## src/rtl/clrs_pkg.sv

```systemverilog
// ----------------------------------------------------------------------------
// clrs_pkg
// Shared types, codes and constant tables of the character LCD refresh
// sequencer: command codes, queue entry layout, glyph ROM and init sequence.
// ----------------------------------------------------------------------------
package clrs_pkg;

	typedef enum logic [1:0] {
		CMD_WRITE = 2'd0,
		CMD_TICK  = 2'd1,
		CMD_INIT  = 2'd2,
		CMD_NONE  = 2'd3
	} cmd_t;

	localparam logic REG_UPPER_EN = 1'b0;
	localparam logic REG_LOWER_EN = 1'b1;

	localparam logic [7:0]  SPACE_CODE  = 8'h20;
	localparam logic [7:0]  DISP_ON_CMD = 8'h0C;
	localparam logic [7:0]  UPPER_ADDR  = 8'h80;
	localparam logic [7:0]  LOWER_ADDR  = 8'hC0;
	localparam logic [3:0]  INIT_LAST   = 4'd8;

	typedef logic [8:0] glyph_t;

	// One entry of the queue between front and back.
	typedef struct packed {
		logic       init;
		logic [7:0] byte_val;
		logic       data;
	} job_t;

	// Bit 8 is the font page, bits 7..0 the glyph. Entries 0..63 cover
	// 0xC0..0xFF, entry 64 is for 0xA8 and entry 65 for 0xB8.
	localparam glyph_t GLYPH_ROM [0:65] = '{
		9'h041, 9'h1BD, 9'h042, 9'h17C, 9'h17D, 9'h045, 9'h1C0, 9'h1C1,
		9'h1C2, 9'h1C3, 9'h1C4, 9'h1C5, 9'h182, 9'h048, 9'h04F, 9'h186,
		9'h050, 9'h043, 9'h188, 9'h1C7, 9'h1C8, 9'h058, 9'h1C9, 9'h1CA,
		9'h1CB, 9'h1CC, 9'h1CD, 9'h1CE, 9'h1CF, 9'h1D0, 9'h1D1, 9'h1D2,
		9'h061, 9'h1D3, 9'h1D4, 9'h1D5, 9'h1D6, 9'h065, 9'h1D7, 9'h1D8,
		9'h1D9, 9'h1DA, 9'h1DB, 9'h1DC, 9'h1DD, 9'h1DE, 9'h06F, 9'h1DF,
		9'h070, 9'h063, 9'h1E0, 9'h079, 9'h1E1, 9'h078, 9'h1E2, 9'h1E3,
		9'h1E4, 9'h1E5, 9'h1E6, 9'h1E7, 9'h1E8, 9'h1E9, 9'h1EA, 9'h1EB,
		9'h045, 9'h11F
	};

	function automatic glyph_t map_glyph(input logic [7:0] c);
		glyph_t g;
		if (c == 8'hA8) begin
			g = GLYPH_ROM[64];
		end else if (c == 8'hB8) begin
			g = GLYPH_ROM[65];
		end else if (c >= 8'hC0) begin
			g = GLYPH_ROM[c[5:0]];
		end else begin
			g = {1'b0, c};
		end
		return g;
	endfunction

	function automatic logic [7:0] init_byte(input logic [3:0] idx);
		logic [7:0] b;
		unique case (idx)
			4'd0, 4'd1, 4'd2: b = 8'h30;
			4'd3:             b = 8'h38;
			4'd4:             b = 8'h08;
			4'd5:             b = 8'h01;
			4'd6:             b = 8'h06;
			4'd7:             b = 8'h14;
			4'd8:             b = 8'h0C;
			default:          b = 8'h00;
		endcase
		return b;
	endfunction

	function automatic logic [10:0] init_wait(input logic [3:0] idx);
		logic [10:0] w;
		unique case (idx)
			4'd2:    w = 11'd0;
			4'd5:    w = 11'd1520;
			4'd0, 4'd1, 4'd3, 4'd4, 4'd6, 4'd7, 4'd8: w = 11'd40;
			default: w = 11'd0;
		endcase
		return w;
	endfunction

endpackage

```

## src/rtl/clrs_ram.sv

```systemverilog
// ----------------------------------------------------------------------------
// clrs_ram
// Generic single-write, single-read RAM with a registered read port.
// ----------------------------------------------------------------------------
module clrs_ram #(
	parameter int WIDTH = 8,
	parameter int DEPTH = 32
) (
	input  logic                     clk,
	input  logic                     we,
	input  logic [$clog2(DEPTH)-1:0] waddr,
	input  logic [WIDTH-1:0]         wdata,
	input  logic [$clog2(DEPTH)-1:0] raddr,
	output logic [WIDTH-1:0]         rdata
);

	logic [WIDTH-1:0] mem_q [DEPTH];

	always_ff @(posedge clk) begin
		if (we) begin
			mem_q[waddr] <= wdata;
		end
		rdata <= mem_q[raddr];
	end

endmodule

```

## src/rtl/clrs_fifo.sv

```systemverilog
// ----------------------------------------------------------------------------
// clrs_fifo
// Two-entry queue of frame jobs between the front and the back.
// ----------------------------------------------------------------------------
module clrs_fifo (
	input  logic          clk,
	input  logic          arst_n,
	input  logic          push_valid,
	output logic          push_ready,
	input  clrs_pkg::job_t push_job,
	output logic          pop_valid,
	input  logic          pop_ready,
	output clrs_pkg::job_t pop_job
);

	import clrs_pkg::*;

	job_t       slot_q [2];
	logic       wr_ptr_q;
	logic       rd_ptr_q;
	logic [1:0] cnt_q;
	logic       push;
	logic       pop;

	assign push_ready = (cnt_q != 2'd2);
	assign pop_valid  = (cnt_q != 2'd0);
	assign pop_job    = slot_q[rd_ptr_q];
	assign push       = push_valid && push_ready;
	assign pop        = pop_valid && pop_ready;

	always_ff @(posedge clk) begin
		if (push) begin
			slot_q[wr_ptr_q] <= push_job;
		end
	end

	always_ff @(posedge clk or negedge arst_n) begin
		if (!arst_n) begin
			wr_ptr_q <= 1'b0;
			rd_ptr_q <= 1'b0;
			cnt_q    <= 2'd0;
		end else begin
			if (push) begin
				wr_ptr_q <= ~wr_ptr_q;
			end
			if (pop) begin
				rd_ptr_q <= ~rd_ptr_q;
			end
			if (push && !pop) begin
				cnt_q <= cnt_q + 2'd1;
			end else if (pop && !push) begin
				cnt_q <= cnt_q - 2'd1;
			end
		end
	end

endmodule

```

## src/rtl/clrs_front.sv

```systemverilog
// ----------------------------------------------------------------------------
// clrs_front
// Accepts commands, keeps the text store, line enables and the refresh
// phase, and turns each refresh tick or init command into a queued job.
// ----------------------------------------------------------------------------
module clrs_front #(
	parameter int LINE_LENGTH = 16
) (
	input  logic           clk,
	input  logic           arst_n,
	input  logic           in_valid,
	output logic           in_ready,
	input  logic [1:0]     command,
	input  logic [4:0]     position,
	input  logic [7:0]     char_code,
	input  logic           cfg_valid,
	input  logic           cfg_index,
	input  logic           cfg_data,
	output logic           job_valid,
	input  logic           job_ready,
	output clrs_pkg::job_t job
);

	import clrs_pkg::*;

	localparam int CELLS = 2 * LINE_LENGTH;
	localparam int CW    = $clog2(CELLS);
	localparam logic [6:0]    CELLS_W   = 7'(CELLS);
	localparam logic [CW-1:0] LAST_CELL = CW'(CELLS - 1);
	localparam logic [CW-1:0] LINE_W    = CW'(LINE_LENGTH);

	typedef enum logic [2:0] {
		PH_PAGE  = 3'b001,
		PH_ADDR  = 3'b010,
		PH_GLYPH = 3'b100
	} phase_t;

	phase_t         phase_q;
	logic [CW-1:0]  cursor_q;
	logic [CW-1:0]  cursor_d;
	logic [7:0]     pending_q;
	logic           upper_en_q;
	logic           lower_en_q;
	logic [CELLS-1:0] valid_q;
	logic           hit_q;
	logic [7:0]     hit_data_q;
	logic [7:0]     rd_data;
	logic           accept;
	logic           is_tick;
	logic           wr_en;
	logic [6:0]     pos_w;
	logic [CW-1:0]  waddr;
	logic           upper;
	logic [7:0]     stored;
	logic [7:0]     shown;
	glyph_t         glyph;
	logic [7:0]     column;

	assign in_ready = job_ready;
	assign accept   = in_valid && in_ready;
	assign is_tick  = accept && (cmd_t'(command) == CMD_TICK);
	assign pos_w    = {2'b00, position};
	assign waddr    = pos_w[CW-1:0];
	assign wr_en    = accept && (cmd_t'(command) == CMD_WRITE) && (pos_w < CELLS_W);

	always_comb begin
		cursor_d = cursor_q;
		if (is_tick && phase_q == PH_GLYPH) begin
			cursor_d = (cursor_q == LAST_CELL) ? '0 : cursor_q + CW'(1);
		end
	end

	clrs_ram #(
		.WIDTH(8),
		.DEPTH(CELLS)
	) u_store (
		.clk  (clk),
		.we   (wr_en),
		.waddr(waddr),
		.wdata(char_code),
		.raddr(cursor_d),
		.rdata(rd_data)
	);

	// The store read is registered, so a write that landed on the cell being
	// read in the same cycle is forwarded. Cells never written read as spaces.
	always_comb begin
		if (hit_q) begin
			stored = hit_data_q;
		end else if (valid_q[cursor_q]) begin
			stored = rd_data;
		end else begin
			stored = SPACE_CODE;
		end
	end

	assign upper  = (cursor_q < LINE_W);
	assign shown  = (upper ? upper_en_q : lower_en_q) ? stored : SPACE_CODE;
	assign glyph  = map_glyph(shown);
	assign column = 8'(upper ? cursor_q : cursor_q - LINE_W);

	always_comb begin
		job_valid     = accept && (is_tick || cmd_t'(command) == CMD_INIT);
		job.init      = (cmd_t'(command) == CMD_INIT);
		job.byte_val  = DISP_ON_CMD | {7'd0, glyph[8]};
		job.data      = 1'b0;
		unique case (phase_q)
			PH_ADDR: begin
				job.byte_val = (upper ? UPPER_ADDR : LOWER_ADDR) | column;
			end
			PH_GLYPH: begin
				job.byte_val = pending_q;
				job.data     = 1'b1;
			end
			default: begin
				job.byte_val = DISP_ON_CMD | {7'd0, glyph[8]};
			end
		endcase
	end

	always_ff @(posedge clk) begin
		hit_data_q <= char_code;
	end

	always_ff @(posedge clk or negedge arst_n) begin
		if (!arst_n) begin
			phase_q    <= PH_PAGE;
			cursor_q   <= '0;
			pending_q  <= 8'd0;
			upper_en_q <= 1'b1;
			lower_en_q <= 1'b1;
			valid_q    <= '0;
			hit_q      <= 1'b0;
		end else begin
			cursor_q <= cursor_d;
			hit_q    <= wr_en && (waddr == cursor_d);
			if (wr_en) begin
				valid_q[waddr] <= 1'b1;
			end
			if (cfg_valid) begin
				unique case (cfg_index)
					REG_UPPER_EN: upper_en_q <= cfg_data;
					REG_LOWER_EN: lower_en_q <= cfg_data;
				endcase
			end
			if (is_tick) begin
				unique case (phase_q)
					PH_ADDR:  phase_q <= PH_GLYPH;
					PH_GLYPH: phase_q <= PH_PAGE;
					default: begin
						phase_q   <= PH_ADDR;
						pending_q <= glyph[7:0];
					end
				endcase
			end
		end
	end

endmodule

```

## src/rtl/clrs_back.sv

```systemverilog
// ----------------------------------------------------------------------------
// clrs_back
// Takes jobs from the queue and drives the frame output register, expanding
// an init job into the nine-frame setup sequence.
// ----------------------------------------------------------------------------
module clrs_back (
	input  logic           clk,
	input  logic           arst_n,
	input  logic           job_valid,
	output logic           job_ready,
	input  clrs_pkg::job_t job,
	output logic           out_valid,
	input  logic           out_ready,
	output logic [7:0]     spi_byte,
	output logic           is_data,
	output logic [10:0]    wait_us,
	output logic           last
);

	import clrs_pkg::*;

	typedef enum logic [1:0] {
		BK_PASS = 2'b01,
		BK_INIT = 2'b10
	} back_t;

	back_t      state_q;
	logic [3:0] idx_q;
	logic       load;

	assign load      = !out_valid || out_ready;
	assign job_ready = load && (state_q == BK_PASS);

	always_ff @(posedge clk) begin
		if (load) begin
			if (state_q == BK_INIT) begin
				spi_byte <= init_byte(idx_q);
				is_data  <= 1'b0;
				wait_us  <= init_wait(idx_q);
				last     <= (idx_q == INIT_LAST);
			end else if (job.init) begin
				spi_byte <= init_byte(4'd0);
				is_data  <= 1'b0;
				wait_us  <= init_wait(4'd0);
				last     <= 1'b0;
			end else begin
				spi_byte <= job.byte_val;
				is_data  <= job.data;
				wait_us  <= 11'd0;
				last     <= 1'b1;
			end
		end
	end

	always_ff @(posedge clk or negedge arst_n) begin
		if (!arst_n) begin
			state_q   <= BK_PASS;
			idx_q     <= 4'd0;
			out_valid <= 1'b0;
		end else if (load) begin
			unique case (state_q)
				BK_INIT: begin
					out_valid <= 1'b1;
					idx_q     <= idx_q + 4'd1;
					if (idx_q == INIT_LAST) begin
						state_q <= BK_PASS;
					end
				end
				default: begin
					out_valid <= job_valid;
					if (job_valid && job.init) begin
						state_q <= BK_INIT;
						idx_q   <= 4'd1;
					end
				end
			endcase
		end
	end

endmodule

```

## src/rtl/char_lcd_refresh_sequencer.sv

```systemverilog
// ----------------------------------------------------------------------------
// char_lcd_refresh_sequencer
// Refresh engine for a two-line character LCD on an SPI link.
// ----------------------------------------------------------------------------
// The block accepts one command beat per cycle while the two-entry job queue
// has room. A write stores a character and produces no frame; a refresh tick
// produces one frame; an init command produces nine frames. Frames leave one
// per cycle through the output register while the receiver is ready, so a
// run of ticks sustains one beat per cycle in and out. An init command keeps
// the back busy until its nine frames have left, so the input stalls once
// the job queue has filled. A tick's frame is registered in a queue slot and
// then in the output register. The text store is a RAM with one valid bit
// per cell, so no clearing pass follows reset and the block is ready at once.
module char_lcd_refresh_sequencer #(
	parameter int LINE_LENGTH = 16
) (
	input  logic        clk,
	input  logic        arst_n,
	input  logic        in_valid,
	output logic        in_ready,
	input  logic [1:0]  command,
	input  logic [4:0]  position,
	input  logic [7:0]  char_code,
	input  logic        cfg_valid,
	output logic        cfg_ready,
	input  logic        cfg_index,
	input  logic        cfg_data,
	output logic        out_valid,
	input  logic        out_ready,
	output logic [7:0]  spi_byte,
	output logic        is_data,
	output logic [10:0] wait_us,
	output logic        last
);

	import clrs_pkg::*;

	job_t push_job;
	job_t pop_job;
	logic push_valid;
	logic push_ready;
	logic pop_valid;
	logic pop_ready;

	assign cfg_ready = 1'b1;

	clrs_front #(
		.LINE_LENGTH(LINE_LENGTH)
	) u_front (
		.clk      (clk),
		.arst_n   (arst_n),
		.in_valid (in_valid),
		.in_ready (in_ready),
		.command  (command),
		.position (position),
		.char_code(char_code),
		.cfg_valid(cfg_valid),
		.cfg_index(cfg_index),
		.cfg_data (cfg_data),
		.job_valid(push_valid),
		.job_ready(push_ready),
		.job      (push_job)
	);

	clrs_fifo u_fifo (
		.clk       (clk),
		.arst_n    (arst_n),
		.push_valid(push_valid),
		.push_ready(push_ready),
		.push_job  (push_job),
		.pop_valid (pop_valid),
		.pop_ready (pop_ready),
		.pop_job   (pop_job)
	);

	clrs_back u_back (
		.clk      (clk),
		.arst_n   (arst_n),
		.job_valid(pop_valid),
		.job_ready(pop_ready),
		.job      (pop_job),
		.out_valid(out_valid),
		.out_ready(out_ready),
		.spi_byte (spi_byte),
		.is_data  (is_data),
		.wait_us  (wait_us),
		.last     (last)
	);

endmodule

```

## config.mk

```make
export PLATFORM = sky130hd
export DESIGN_NAME = char_lcd_refresh_sequencer
export DESIGN_NICKNAME = d
export VERILOG_FILES = /design/src/rtl/clrs_pkg.sv /design/src/rtl/clrs_ram.sv /design/src/rtl/clrs_fifo.sv /design/src/rtl/clrs_front.sv /design/src/rtl/clrs_back.sv /design/src/rtl/char_lcd_refresh_sequencer.sv
export SDC_FILE = /design/constraint.sdc
export NUM_CORES = 1
export LEC_CHECK = 0
export BUFFER_PORTS_ARGS = -buffer_cell sky130_fd_sc_hd__buf_2
export CAP_MARGIN = 20
export CORE_UTILIZATION = 55
export CTS_BUF_LIST = sky130_fd_sc_hd__clkbuf_16
export CTS_CLUSTER_SIZE = 12
export DETAILED_ROUTE_END_ITERATION = 7
export GPL_ROUTABILITY_DRIVEN = 0
export PLACE_DENSITY_LB_ADDON = 0.3
export SYNTH_ARGS = -nofsm -noshare
export SYNTH_HDL_FRONTEND = slang
export SYNTH_SLANG_ARGS = --single-unit
```

## constraint.sdc

```tcl
create_clock -name clk -period 5.8 [get_ports clk]
set_input_delay 0.58 -clock clk [delete_from_list [all_inputs] [get_ports clk]]
set_output_delay 0.58 -clock clk [all_outputs]
set_load 0.005 [all_outputs]
```

==> reports/results.ini, run 1 <==
[synth]
synth_cells = 1263
ys_async_sr_fraction_pct = 16.9
synth_ff_type = edfxtp_1
synth_seq_cells = 367
synth_edf_count = 289
synth_warnings = 0
ys_seq_area_share_pct = 65.5
syn-cell-area_sq_um = 16100
syn_avg_cell_area_sq_um = 12.8
synth.distinct_cells = 86

[timing]
fmax_ghz = 0.229
hold_viol = 0
tns_ns = 0
finalCritPeriodShare_pct = 75.2
grt_setup_unrepaired = no
fin_skew_ns = 0.0256
max_slew_margin_pct = 25.2
tightest_slew_ns = 1.12
setup_viol = 0
fin_crit_ns = 4.36
slew_viol_final = 0

[final_layout]
antennaDiodeCount = 0
drive_above_1_share_pct = 13.9
area_growth_pct = 10.0
nNetsFinal = 1323
layout_commonest_cell = edfxtp_1
fin_area_sq_um = 17700
layout_common_cells = 289 x edfxtp_1, 258 x nand2_1, 79 x nor2_1, 58 x dfrtp_1, 49 x a311oi_1
final_cells = 1700

[clock_network]
worstSkewPairLatency_ns = 0.53
h-tree-depth = 2
hold_buffers = 0
cts-root-buf = clkbuf_16
cts-resized-gates = 0
cts_sinks = 367
clk_pin_slew_worst_paths_ns = 0.05
post-cts-setup-buffers = 0
cts_buffers = 39
cts.path.max_buffers = 3
cts_tree = built

[setup_path]
cp-startpoint = u_front.cursor_q[0]
timing_worst_setup_path_type = register to register
r2r-end = u_front.pending_q[7]
endpoint_kind = register
start_kind = register
r2r-start = u_front.cursor_q[0]
crit_end = u_front.pending_q[7]
reg2reg_depth = 13
required_ns = 6.19
r2r_slack_ns = 1.44
arrival_ns = 4.76
path_max_fanout = 16

[detailed_routing]
drt_pass1_iterations = 8
num_vias = 10700
remaining_drc_errors = 0
wl_per_cell_um = 22.7
drt_iter0_drc = 1308
ant_nets = 0
drt_wl_total_um = 38600
vias_per_cell = 6.28

[outcome]
status = finished clean

[global_route]
antenna_found_initial = 1
grt_pass1_wl_um = 59500
grt_max_degree = 98
grt_pass1_vias = 10200
grt_use_total_pct = 26.0
grt_overflow = 0

[power_and_ir_drop]
pwr_density_cell_nw_per_um2 = 406
clkPwrFrac_pct = 30.9
comb_power_share_pct = 23.3
p_leak_nw = 6.64
p_sw_mw = 2.21
p_int_mw = 4.99
switching_share_pct = 30.7
seqPwrFrac_pct = 45.7
ir_worst_vdd_uv = 292

[floorplan]
pin_count = 46
start_util_pct = 56.0
die_w_um = 173
die-area_sq_um = 30000
die_h_um = 173
rows = 62
coreArea_sq_um = 28800

[placement]
hpwl_um = 24500
portBuffers = 40
placed_cells = 1625
detailed_place.area_sq_um = 16500

[flow_run]
cap_violations = 0

[worst_hold_path]
holdCritPathClass = primary input to asynchronous set/reset pin

cells by family (layout without fill, tap and decap cells):
logic type / after synthesis / count (layout) / synth area share [%]
AND/OR/NAND/NOR: 506 / 506 / 14.4
flip-flops: 367 / 367 / 65.5
AO/OA/AOI/OAI: 195 / 195 / 9.67
buffers and inverters: 94 / 144 / 2.82
multiplexers: 72 / 72 / 5.77
adder cells (fa/ha/maj): 15 / 15 / 1.16
XOR/XNOR: 12 / 12 / 0.652
other: 2 / 5 / 0.0466
synth_stat cells (4+ instances only):
master      n  share of area [%]
a211oi_1    5               0.23
a21oi_1    17               0.53
a22oi_1     5               0.23
a311oi_1   49                2.7
a31oi_1     4               0.16
and2_1      9               0.35
and3_1     42                1.6
buf_1       5               0.12
buf_2      24               0.75
buf_4      13               0.61
clkbuf_1   32               0.75
dfrtp_1    58                9.0
dfstp_2     4               0.65
dfxtp_1    16                2.0
edfxtp_1  289                 54
ha_1       15                1.2
inv_1      13               0.30
mux2_2      6               0.42
mux2i_1    49                3.0
mux4_2     12                1.7
nand2_1   258                6.0
nand2b_1   14               0.54
nand3_1    26               0.81
nor2_1     79                1.8
nor2b_1     9               0.35
nor3_1     15               0.47
o211ai_1    4               0.19
o21a_1      5               0.23
o21ai_0    17               0.53
o21ai_1     4               0.12
o22ai_1     8               0.31
o311ai_1    9               0.49
o31a_1      4               0.22
o31ai_1    15               0.70
or2_2      38                1.5
xnor2_1     8               0.43
xor2_1      4               0.22
stage by stage:
stage	hold WS [ns]	util (%)	setup slack [ns]	power, mW
3_3_place_gp	0.450	57.4	1.69	4.97
6_report	0.223	61.6	1.44	7.20
4_1_cts	0.257	61.5	1.48	7.22
5_1_grt	0.301	61.6	1.13	7.50
3_5_place_dp	0.454	57.5	1.54	5.01
2_1_floorplan	0.284	-	2.43	4.50
per-layer routing:
layer / track usage (%) / vias up / wire, um
li1: - / 4745 / -
met1: 36.0 / 5290 / 15800
met2: 41.6 / 513 / 18300
met3: 3.54 / 124 / 2810
met4: 11.3 / 2 / 1720
met5: 0 / - / 10
power by group through the flow:
stage / clock [mW] / sequential (mW) / combinational [mW]
CTS: 2.26 / 3.29 / 1.68
detailed placement: 0 / 3.34 / 1.66
global route: 2.35 / 3.32 / 1.83
floorplan: 0 / 3.23 / 1.27
finish: 2.23 / 3.29 / 1.68
global placement: 0 / 3.33 / 1.63
layout make-up:
cell class	count	area [sq um]
timing repair buffer	56	355
clock inverter	31	145
clock buffer	40	1000
tap	384	480
fill	2189	11000
inverter	17	66.3
sequential	367	10600
multi-input combinational	805	5130
how the worst min path moves through the flow:
stage                     slack (ns)                start             endpoint
final                           0.22               arst_n     u_back.out_valid
after global routing            0.30               arst_n     u_back.out_valid
after CTS                       0.26               arst_n      u_back.idx_q[2]
after detailed placement        0.45  u_front.valid_q[26]  u_front.valid_q[26]
after global placement          0.45  u_front.valid_q[10]  u_front.valid_q[10]
after floorplan                 0.28               arst_n      u_back.idx_q[0]
critical path, cell delays in order (launching register included):
cell and delay [ns]:
dfrtp_1 0.85, mux4_1 0.63, mux2_2 0.29, o211ai_2 0.24
a21oi_4 0.18, a22o_1 0.30, nand2_1 0.21, ha_1 0.31
nand2_1 0.07, a21oi_1 0.15, nand4_2 0.17, o21ai_1 0.45
a311oi_1 0.10, a211o_1 0.28
sequential cells by signal, summed over array words and instances (netlist names):
name,count
u_front.u_store.mem_q,256
u_front.valid_q,32
u_fifo.slot_q,20
u_back.spi_byte,8
u_front.hit_data_q,8
u_front.pending_q,8
u_front.u_store.rdata,8
u_front.cursor_q,5
u_back.idx_q,4
u_back.wait_us,3
u_front.phase_q,3
u_back.state_q,2
u_fifo.cnt_q,2
u_back.is_data,1
u_back.last,1
u_back.out_valid,1
u_fifo.rd_ptr_q,1
u_fifo.wr_ptr_q,1
u_front.hit_q,1
u_front.lower_en_q,1
u_front.upper_en_q,1
(Power assumes the default switching activity.)
==> inputs of run 2 (changes only) <==
Settings changed: ABC_AREA from default to 1.
Clock period 5.8 ns to 4.4 ns, I/O delays scaled along.
==> run 2 against run 1 <==
  * Synthesized area down 0.89%
  * Sequential share of layout area up 0.88 points
  * Count of clock-buffer cells in the layout unchanged
  * Core utilization down 0.57 points
  * Synthesized cell count up 13%
  * Combinational power grew to 2.5 times the previous value
  * Setup slack worse by 0.50 ns
  * Die area shrank 0.88%
  * Cell area fell by 1.5%
  * Non-clock buffer count down 2
  * Critical path type unchanged
  * Critical endpoint is now u_front.u_store.rdata[2]
  * Largest power group unchanged
==> reports/results.ini, run 2 <==
[timing]
setup_viol = 0
fin_skew_ns = 0.0239
grt_setup_unrepaired = no
tightest_slew_ns = 0.888
tns_ns = 0
finalCritPeriodShare_pct = 78.7
fmax_ghz = 0.289
fin_crit_ns = 3.46
slew_viol_final = 0
hold_viol = 0
max_slew_margin_pct = 40.6

[synth]
ys_seq_area_share_pct = 66.1
yosys.area.top_type = edfxtp_1
synth_cells = 1431
synth_top_area_share_pct = 54.3
synth_edf_count = 289
synth_seq_cells = 367
synth.area.top_cells = edfxtp_1 54%, dfrtp_1 9.1%, nor2_1 4.9%
synth.distinct_cells = 47
synth_top_cells_by_count = 289 x edfxtp_1, 210 x nor2_1, 177 x nand2_1
syn_avg_cell_area_sq_um = 11.2
synth.most_common_cell = edfxtp_1
synth_warnings = 0
syn-cell-area_sq_um = 16000
ys_async_sr_fraction_pct = 16.9
synth_ff_type = edfxtp_1

[clock_network]
clk_pin_slew_worst_paths_ns = 0.06
post-cts-setup-buffers = 0
cts-resized-gates = 0
cts_tree = built
cts-root-buf = clkbuf_16
cts_sinks = 367
cts_buffers = 39
worstSkewPairLatency_ns = 0.55
cts.path.max_buffers = 3
hold_buffers = 0
h-tree-depth = 2

[floorplan]
coreArea_sq_um = 28600
pin_count = 46
die_h_um = 172
die-area_sq_um = 29700
rows = 62
start_util_pct = 55.8
die_w_um = 172

[power_and_ir_drop]
pwr_density_cell_nw_per_um2 = 655
p_leak_nw = 6.60
ir_worst_vdd_uv = 385
total_power_mw = 11.4

[final_layout]
layout_commonest_cell = edfxtp_1
layout_common_cells = 289 x edfxtp_1, 210 x nor2_1, 177 x nand2_1, 134 x o21ai_0, 112 x inv_1
area_growth_pct = 9.41
largestRegisters = u_front.u_store.mem_q: 256 flops, u_front.valid_q: 32 flops, u_fifo.slot_q: 20 flops
largest_reg_flops = 256
regMostFlops = u_front.u_store.mem_q
drive_above_1_share_pct = 10.3
nNetsFinal = 1489

[setup_path]
required_ns = 4.87
endpoint_kind = register
arrival_ns = 3.94
start_kind = register
timing_worst_setup_path_type = register to register
path_max_fanout = 34

[detailed_routing]
vias_per_cell = 5.94
wl_per_cell_um = 20.0
remaining_drc_errors = 0
drt_pass1_iterations = 5
ant_nets = 0
num_vias = 11100
drt_iter0_drc = 1177
drt_wl_total_um = 37200

[outcome]
status = finished clean

[worst_hold_path]
holdCritPathClass = primary input to asynchronous set/reset pin

[global_route]
antenna_found_initial = 3
grt_pass1_vias = 10600
grt_overflow = 0
grt_pass1_wl_um = 57600
grt_use_total_pct = 25.6
grt_max_degree = 105

[placement]
portBuffers = 40
hpwl_um = 23000

[flow_run]
cap_violations = 0

run 2: layout make-up:
type                            instances  area, sq um
Inverter                              113          428
Multi-Input combinational cell        877         4530
Timing Repair Buffer                   54          330
Antenna cell                            2         5.00
Sequential cell                       367        10600
Clock buffer                           40         1000
Tap cell                              384          480
Clock inverter                         27          151
Fill cell                            2211        11100
run 2: critical path, stage by stage, from the launching register on:
cell	delay, ns
dfrtp_1	0.49
buf_4	0.24
ha_1	0.21
nand2_1	0.08
nor2_1	0.05
ha_1	0.22
o21ai_2	0.18
o21ai_4	0.23
clkinv_2	0.13
buf_4	0.33
buf_4	0.30
nor2_1	0.07
o221ai_1	0.37
nand3_1	0.13
nand2_1	0.14
nor2_1	0.05
a31oi_1	0.17
run 2: power by group:
part | total [mW] | internal, mW | switching, mW
registers | 4.25 | 4.07 | 0.180
logic | 4.24 | 1.29 | 2.95
clock network | 2.96 | 1.66 | 1.30
run 2: worst paths after layout:
path	cells past startpoint	endpoint	slack (ns)	from
min reg2reg	2	u_front.valid_q[4]	0.46	u_front.valid_q[4]
max in group asynchronous	2	u_front.valid_q[24]	3.80	arst_n
min	2	u_back.out_valid	0.06	arst_n
min in group clk	2	u_front.lower_en_q	0.09	cfg_index
max	16	u_front.u_store.rdata[2]	0.94	u_front.cursor_q[0]
max reg2reg	16	u_front.u_store.rdata[2]	0.94	u_front.cursor_q[0]
run 2: cell families after synthesis:
| group | synth area share (%) |
|---|---|
| XOR/XNOR | 0.219 |
| flip-flops | 66.1 |
| AO/OA/AOI/OAI | 12.1 |
| buffers and inverters | 5.70 |
| multiplexers | 0.0627 |
| adder cells (fa/ha/maj) | 1.17 |
| other | 0.0470 |
| AND/OR/NAND/NOR | 14.6 |
run 2: metrics by stage:
step	utilization (%)	hold WS [ns]	cell area [sq um]	setup WS, ns	std cells
CTS	61.0	0.0839	17500	0.963	1862
detailed placement	57.0	0.445	16300	1.02	1795
finish	61.1	0.0630	17500	0.936	1864
global placement	57.0	0.444	16300	1.09	1795
floorplan	-	0.144	16000	1.82	1434
global route	61.0	0.0920	17500	0.670	1862
run 2: metal layers:
layer | up-vias | share of wire [%] | track usage [%]
li1 | 5121 | - | -
met1 | 5373 | 40 | 34.2
met2 | 504 | 49 | 42.7
met3 | 78 | 8.3 | 3.66
met4 | 2 | 2.6 | 9.39
met5 | - | 0.013 | 0
